File: src/rtl/core/psd_pkg.sv
package psd_pkg;

  // Ring depth (samples averaged for the centroid).
  localparam int Window   = 8;
  localparam int WinBits  = (Window > 1) ? $clog2(Window) : 1;

  localparam int PosW     = 24;
  localparam int DtW      = 16;
  localparam int TimerW   = 25;
  localparam int IntervW  = 24;
  localparam int RadiusW  = 20;
  localparam int CfgDataW = 24;
  localparam int CfgAddrW = 2;

  // Window*p - sum fits SumW+1 bits, its magnitude SumW bits.
  localparam int SumW     = PosW + WinBits;
  localparam int DiffW    = SumW + 1;
  localparam int MagW     = SumW;
  localparam int SqW      = 2 * MagW;
  localparam int DistW    = SqW + 2;

  localparam int InDataW  = 88;
  localparam int OutDataW = 8;

  // Register indexes.
  localparam logic [CfgAddrW-1:0] CfgEnable   = 2'd0;
  localparam logic [CfgAddrW-1:0] CfgInterval = 2'd1;
  localparam logic [CfgAddrW-1:0] CfgRadius   = 2'd2;

  localparam logic [IntervW-1:0] IntervRst = 24'd1000;
  localparam logic [RadiusW-1:0] RadiusRst = 20'd16;

endpackage

File: src/rtl/core/position_stall_detector.sv
// Position stall detector.
// Input stream s_axis_*: one word per position update (time step, x/y/z,
// clear flag in tuser). Output stream m_axis_*: one word per input word
// with the blocked and sample_taken flags.
// Registers are written through cfg_we_i/cfg_addr_i/cfg_wdata_i; the user
// must write them only while idle, and the block itself does not enforce it.
// Flow: a word is taken only in the idle state. A word that is cleared,
// disabled, at or below the sample interval or lands in a not yet full
// window goes straight to the done state, which loads its result into the
// output register once that is free, and the block then returns to idle.
// A sample that completes or lands on a full window runs the centroid test
// through one shared squarer: it sums the ring, squares the scaled radius,
// squares the scaled centroid offset of each stored position one component
// per cycle, drains the squarer and loads the output.
// Reset clears the timer, slot index, full flag and restores the register
// defaults (enable 1, interval 1000, radius 16); ring contents are left as
// they are. A stalled receiver holds the output word; the block still
// accepts and works on the next word, and waits only when its next result
// finds the output register occupied.
module position_stall_detector
  import psd_pkg::*;
(
  input  logic                clk_i,
  input  logic                rst_ni,
  input  logic                s_axis_tvalid,
  output logic                s_axis_tready,
  // delta_time, pos_x, pos_y, pos_z
  input  logic [InDataW-1:0]  s_axis_tdata,
  // clear
  input  logic                s_axis_tuser,
  output logic                m_axis_tvalid,
  input  logic                m_axis_tready,
  // blocked, sample_taken, zero fill
  output logic [OutDataW-1:0] m_axis_tdata,
  input  logic                cfg_we_i,
  input  logic [CfgAddrW-1:0] cfg_addr_i,
  input  logic [CfgDataW-1:0] cfg_wdata_i
);

  localparam logic [2:0] StIdle  = 3'd0;
  localparam logic [2:0] StSum   = 3'd1;
  localparam logic [2:0] StThr   = 3'd2;
  localparam logic [2:0] StDist  = 3'd3;
  localparam logic [2:0] StDrain = 3'd4;
  localparam logic [2:0] StDone  = 3'd5;

  logic [2:0] state_q, state_d;

  logic               enable_q;
  logic [IntervW-1:0] interval_q;
  logic [RadiusW-1:0] radius_q;

  logic [TimerW-1:0]  elapsed_q;
  logic [WinBits-1:0] slot_q;
  logic               full_q;

  logic [2:0][PosW-1:0]  ring_q [Window];
  logic signed [SumW-1:0] sum_q [3];
  logic [SqW-1:0]        thresh_q;
  logic [SqW-1:0]        prod_q;
  logic                  prod_vld_q;
  logic                  prod_last_q;
  logic [DistW-1:0]      acc_q;
  logic                  fail_q;
  logic                  chk_q;
  logic                  taken_q;

  logic [WinBits-1:0] cnt_q;
  logic [1:0]         comp_q;

  logic                  out_vld_q;
  logic [1:0]            out_flags_q;

  // input fields
  logic [DtW-1:0]        in_dt;
  logic [2:0][PosW-1:0]  in_pos;
  logic                  in_clear;
  logic                  in_acc;

  logic [TimerW:0]       tsum;
  logic [TimerW-1:0]     tsat;
  logic                  hit;
  logic                  do_sample;
  logic [WinBits-1:0]    slot_nxt;
  logic                  wrap;

  logic signed [PosW-1:0]  sel_pos;
  logic signed [DiffW-1:0] diff;
  logic [MagW-1:0]         mag;
  logic [MagW-1:0]         thr_base;
  logic [MagW-1:0]         mul_a;
  logic [SqW-1:0]          sq;
  logic [DistW-1:0]        tot;
  logic                    dist_last;
  logic                    out_free;

  assign in_dt     = s_axis_tdata[DtW-1:0];
  assign in_pos[0] = s_axis_tdata[DtW +: PosW];
  assign in_pos[1] = s_axis_tdata[DtW + PosW +: PosW];
  assign in_pos[2] = s_axis_tdata[DtW + 2*PosW +: PosW];
  assign in_clear  = s_axis_tuser;

  assign s_axis_tready = (state_q == StIdle);
  assign in_acc        = s_axis_tvalid && s_axis_tready;

  assign tsum      = {1'b0, elapsed_q} + (TimerW+1)'(in_dt);
  assign tsat      = tsum[TimerW] ? {TimerW{1'b1}} : tsum[TimerW-1:0];
  assign hit       = tsat > TimerW'(interval_q);
  assign do_sample = in_acc && !in_clear && enable_q && hit;
  assign wrap      = (slot_q == WinBits'(Window - 1));
  assign slot_nxt  = wrap ? '0 : slot_q + 1'b1;

  // shared squarer: scaled radius once, then one centroid offset component a cycle
  assign sel_pos  = ring_q[cnt_q][comp_q];
  assign diff     = DiffW'(sel_pos) * DiffW'(Window) - DiffW'(sum_q[comp_q]);
  assign mag      = diff[DiffW-1] ? MagW'(-diff) : MagW'(diff);
  assign thr_base = MagW'(radius_q) * MagW'(Window);
  assign mul_a    = (state_q == StThr) ? thr_base : mag;
  assign sq       = mul_a * mul_a;

  assign tot       = acc_q + DistW'(prod_q);
  assign dist_last = (cnt_q == WinBits'(Window - 1)) && (comp_q == 2'd2);
  assign out_free  = !out_vld_q || m_axis_tready;

  always_comb begin
    state_d = state_q;
    case (state_q)
      StIdle: begin
        if (in_acc) begin
          state_d = (do_sample && (full_q || wrap)) ? StSum : StDone;
        end
      end
      StSum: begin
        if (cnt_q == WinBits'(Window - 1)) state_d = StThr;
      end
      StThr:   state_d = StDist;
      StDist: begin
        if (dist_last) state_d = StDrain;
      end
      StDrain: state_d = StDone;
      StDone: begin
        if (out_free) state_d = StIdle;
      end
      default: state_d = StIdle;
    endcase
  end

  always_ff @(posedge clk_i or negedge rst_ni) begin
    if (!rst_ni) begin
      state_q     <= StIdle;
      enable_q    <= 1'b1;
      interval_q  <= IntervRst;
      radius_q    <= RadiusRst;
      elapsed_q   <= '0;
      slot_q      <= '0;
      full_q      <= 1'b0;
      cnt_q       <= '0;
      comp_q      <= '0;
      prod_vld_q  <= 1'b0;
      out_vld_q   <= 1'b0;
    end else begin
      state_q <= state_d;

      if (cfg_we_i) begin
        case (cfg_addr_i)
          CfgEnable:   enable_q   <= cfg_wdata_i[0];
          CfgInterval: interval_q <= cfg_wdata_i[IntervW-1:0];
          CfgRadius:   radius_q   <= cfg_wdata_i[RadiusW-1:0];
          default: ;
        endcase
      end

      if (in_acc) begin
        if (in_clear) begin
          elapsed_q <= '0;
          slot_q    <= '0;
          full_q    <= 1'b0;
        end else if (enable_q) begin
          if (hit) begin
            elapsed_q <= '0;
            slot_q    <= slot_nxt;
            if (wrap) full_q <= 1'b1;
          end else begin
            elapsed_q <= tsat;
          end
        end
      end

      case (state_q)
        StSum: begin
          cnt_q <= (cnt_q == WinBits'(Window - 1)) ? '0 : cnt_q + 1'b1;
        end
        StDist: begin
          if (comp_q == 2'd2) begin
            comp_q <= '0;
            cnt_q  <= dist_last ? '0 : cnt_q + 1'b1;
          end else begin
            comp_q <= comp_q + 1'b1;
          end
        end
        default: ;
      endcase

      prod_vld_q <= (state_q == StDist);

      if (state_q == StDone && out_free) begin
        out_vld_q <= 1'b1;
      end else if (m_axis_tready) begin
        out_vld_q <= 1'b0;
      end
    end
  end

  always_ff @(posedge clk_i) begin
    if (do_sample) begin
      ring_q[slot_q] <= in_pos;
    end

    if (in_acc) begin
      taken_q <= do_sample;
      chk_q   <= do_sample && (full_q || wrap);
      fail_q  <= 1'b0;
      acc_q   <= '0;
      for (int c = 0; c < 3; c++) sum_q[c] <= '0;
    end

    if (state_q == StSum) begin
      for (int c = 0; c < 3; c++) begin
        sum_q[c] <= sum_q[c] + SumW'($signed(ring_q[cnt_q][c]));
      end
    end

    if (state_q == StThr) thresh_q <= sq;

    if (state_q == StDist) begin
      prod_q      <= sq;
      prod_last_q <= (comp_q == 2'd2);
    end

    // distance of one stored entry is complete with its z term
    if (prod_vld_q) begin
      if (prod_last_q) begin
        if (tot > DistW'(thresh_q)) fail_q <= 1'b1;
        acc_q <= '0;
      end else begin
        acc_q <= tot;
      end
    end

    if (state_q == StDone && out_free) begin
      out_flags_q <= {taken_q, chk_q && !fail_q};
    end
  end

  assign m_axis_tvalid = out_vld_q;
  assign m_axis_tdata  = {{(OutDataW-2){1'b0}}, out_flags_q};

endmodule

File: config.mk
export PLATFORM = sky130hd
export DESIGN_NAME = position_stall_detector
export DESIGN_NICKNAME = d
export VERILOG_FILES = /design/src/rtl/core/psd_pkg.sv /design/src/rtl/core/position_stall_detector.sv
export SDC_FILE = /design/constraint.sdc
export NUM_CORES = 2
export LEC_CHECK = 0
export ABC_AREA = 1
export BUFFER_PORTS_ARGS = -buffer_cell sky130_fd_sc_hd__buf_2
export CAP_MARGIN = 20
export CORE_MARGIN = 3
export CORE_UTILIZATION = 30
export CTS_CLUSTER_DIAMETER = 150
export CTS_CLUSTER_SIZE = 16
export DETAILED_ROUTE_END_ITERATION = 10
export GPL_TIMING_DRIVEN = 0
export PLACE_DENSITY = 0.41
export SLEW_MARGIN = 20
export SYNTH_ARGS = -nofsm -noshare
export SYNTH_HDL_FRONTEND = slang
export SYNTH_SLANG_ARGS = --single-unit
File: constraint.sdc
create_clock -name clk_i -period 28.8 [get_ports clk_i]
set_input_delay 2.88 -clock clk_i [delete_from_list [all_inputs] [get_ports clk_i]]
set_output_delay 2.88 -clock clk_i [all_outputs]
set_load 0.02 [all_outputs]
==> impl_metrics.yaml <==
synth:
  synth_top_area_share_pct: 36.6
  ys_async_sr_fraction_pct: 9.24
  synth_cells: 7168
  ys_seq_elements: 909
  synthTopCellsByArea: "edfxtp_1 37%, fa_1 16%, ha_1 8.4%"
  yosys_warnings: 0
  synth.avg_cell_area_sq_um: 9.44
  netlist.top_cell.by_area: "edfxtp_1"
  ys_seq_area_share_pct: 39.7
  ys.flop_type: "edfxtp_1"
  synth_cell_type_count: 65
  synth_edf_count: 824
  mappedNetlistArea_sq_mm: 0.0676
die:
  dieWidth_um: 481
  core_sq_mm: 0.223
  die-area_sq_mm: 0.231
  pin_count: 130
  fp.dieH_um: 481
  row_count: 173
  initial_core_util_pct: 30.3
sta:
  maxSlewHeadroom_pct: 18.7
  rsz0062_at_grt: "no"
  setup_ws_ps: 12960
  period_share_pct: 55.0
  fmax_mhz: 63.1
  tns_ps: 0
  finalSetupViolations: 0
  period_minus_slack_ps: 15840
  slew_violations: 0
  holdWs_ps: 439
  hold_viol: 0
  tightest_slew_ps: 1210
  skew_ps: 60.4
run:
  drv_cap: 0
critical_path:
  cp.arrival_ps: 16270
  worstPathMaxFanout: 10
  start_kind: "flip-flop"
  r2r_start: "cnt_q[0]$_DFFE_PN0P_"
  required_ps: 29230
  timing.rr.end: "thresh_q[47]$_DFFE_PP_"
  r2r_setup_slack_ps: 12960
  cp_slowest_cell: "clkbuf_1"
  crit_start: "cnt_q[0]$_DFFE_PN0P_"
  reg2reg_depth: 51
  path_class: "reg2reg"
  slowest_delay_ps: 860
  endpoint: "thresh_q[47]$_DFFE_PP_"
  endpoint_kind: "flip-flop"
clock_network:
  clock_latency_ps: 720
  cts.sinks: 909
  h-tree-depth: 3
  root_buffer: "clkbuf_16"
  numCtsBuffers: 69
  clkSlewWorstSetupHoldPaths_ps: 80
  clock_path_buffers: 3
  post-cts-setup-buffers: 0
  cts_resized: 0
  cts_hold_buf: 0
  cts_tree: "done"
detailed_routing:
  wl_per_cell_um: 21.8
  postRouteAntennaNets: 0
  via_per_inst: 4.80
  drc_errors: 0
  totalWireLength_um: 228000
  drt-initial-drc-count: 3430
  first_pass_iters: 8
  vias: 50300
hold_path:
  holdCritPathClass: "reg2reg"
global_routing:
  grt_antenna_before_repair: 20
  grtUsageMet1_pct: 25.2
  grt_usage_pct: 19.6
  grt_busiest_layer: "met2"
  grtUsageMet3_pct: 2.06
  grt_pass1_vias: 51800
  grt_pass1_wl_um: 339000
  grt_max_degree: 59
  grt_overflow: 0
  use_met2_pct: 34.9
final_layout:
  area_growth_pct: 10.8
  fillers: 23300
  multiInputGateArea_sq_mm: 0.0349
  layout-drive-gt1-share_pct: 7.17
  seqCellArea_sq_mm: 0.0269
  fin_nets: 8596
placement:
  port_buffers: 123
  place_congestion: 0.908
  dpl.hpwl_um: 185000
  dp_slack_ps: 12730
status:
  status: "finished clean"
-- routing by layer --
layer | up-vias | part of all wire [%]
li1 | 24100 | -
met1 | 25000 | 43
met2 | 1002 | 50
met3 | 230 | 3.7
met4 | 10 | 2.8
met5 | - | 0.035
-- Yosys cell counts, types with 9 or more instances --
| cell | n |
|---|---|
| nor2_1 | 995 |
| buf_1 | 11 |
| nor2_2 | 32 |
| nand2_1 | 847 |
| xor2_1 | 94 |
| o21ai_0 | 572 |
| o21bai_1 | 35 |
| nand2_2 | 13 |
| dfrtp_1 | 76 |
| o22ai_1 | 106 |
| xnor2_1 | 40 |
| nand3b_1 | 12 |
| buf_2 | 27 |
| nand4_1 | 31 |
| o21ai_2 | 12 |
| ha_1 | 453 |
| fa_1 | 556 |
| o21a_1 | 36 |
| o221ai_1 | 19 |
| nor2_4 | 21 |
| a21boi_0 | 9 |
| inv_2 | 30 |
| edfxtp_1 | 824 |
| nand3_1 | 166 |
| or2_2 | 24 |
| clkbuf_1 | 147 |
| buf_4 | 16 |
| buf_6 | 13 |
| a21o_1 | 19 |
| nor4_1 | 15 |
| nor3_1 | 52 |
| a31oi_1 | 108 |
| a21oi_1 | 378 |
| inv_1 | 1280 |
| o21ai_1 | 11 |
-- worst max-delay path: cells and delay by family, from the launching register on --
| kind | cells | cell delay, ps |
|---|---|---|
| simple gates | 14 | 1780 |
| fa+ha+maj | 9 | 4550 |
| compound gates | 12 | 4490 |
| flops | 1 | 390 |
| buf+inv | 15 | 3860 |
| xor+xnor | 1 | 380 |
-- stage by stage --
step / instance area, sq um / instances / utilization, %
5_1_grt: 75000 / 10500 / 33.6
4_1_cts: 75000 / 10500 / 33.6
2_1_floorplan: 67700 / 7173 / -
3_5_place_dp: 72900 / 10400 / 32.7
3_3_place_gp: 72000 / 10300 / 32.3
6_report: 75000 / 10500 / 33.6
-- layout make-up --
class	instances	share of cell area (%)
Antenna cell	7	0.0234
Buffer	214	1.34
Clock buffer	85	2.41
Clock inverter	11	0.277
Inverter	1319	6.62
Multi-Input combinational cell	4731	46.5
Sequential cell	909	35.8
Tap cell	2975	4.97
Timing Repair Buffer	223	1.98
-- flip-flops by register name, summed over array words and instances, names as in the netlist, 2 cells and up --
register     flops
ring_q         576
out_flags_q      2
radius_q        20
prod_q          53
sum_q           81
acc_q           56
slot_q           3
comp_q           2
elapsed_q       25
cnt_q            3
thresh_q        53
interval_q      24
state_q          3
-- kinds of logic (layout without fill, tap and decap cells) --
| logic type | after synthesis | count (layout) | synth area share, % |
|---|---|---|---|
| DFF | 909 | 909 | 39.7 |
| and+or+nand+nor | 2232 | 2232 | 13.7 |
| buffers and inverters | 1533 | 1852 | 8.81 |
| adders and majority gates | 1009 | 1009 | 24.8 |
| other | 1 | 13 | 0.00554 |
| xor gates and xnor gates | 134 | 134 | 1.74 |
| muxes | 1 | 1 | 0.0148 |
| AOI/OAI and AO/OA | 1349 | 1349 | 11.1 |
-- layout by cell type (no fill, tap or decap), types with 13 or more instances in the layout --
master	instances
o21bai_1	35
buf_4	98
nor2_1	995
clkbuf_1	159
o21a_1	36
inv_2	30
xor2_1	94
a31oi_1	108
nand2_2	13
fa_1	556
ha_1	453
o21ai_0	571
nor4_1	14
o22ai_1	106
nor3_1	43
buf_6	29
o221ai_1	19
dfrtp_1	76
a21o_1	19
nand2_1	845
edfxtp_1	824
clkbuf_16	70
inv_1	1280
nor2_4	21
xnor2_1	40
buf_2	148
nand3_1	166
nor2_2	32
or2_2	24
a21oi_1	378
nand4_1	31
-- worst min path at each step --
| stage | endpoint | slack, ps | from | depth (start not counted) |
|---|---|---|---|---|
| 6_report | out_flags_q[1]$_DFFE_PP_ | 440 | taken_q$_DFFE_PP_ | 0 |
| 4_1_cts | out_flags_q[1]$_DFFE_PP_ | 440 | taken_q$_DFFE_PP_ | 0 |
| 2_1_floorplan | out_flags_q[1]$_DFFE_PP_ | 400 | taken_q$_DFFE_PP_ | 0 |
| 3_3_place_gp | out_flags_q[1]$_DFFE_PP_ | 410 | taken_q$_DFFE_PP_ | 0 |
| 3_5_place_dp | out_flags_q[1]$_DFFE_PP_ | 410 | taken_q$_DFFE_PP_ | 0 |
| 5_1_grt | out_flags_q[1]$_DFFE_PP_ | 460 | taken_q$_DFFE_PP_ | 0 |
Power is left out: the tool's default activity adds up to more than one toggle a clock period on the data nets, which glitch-free logic cannot reach.
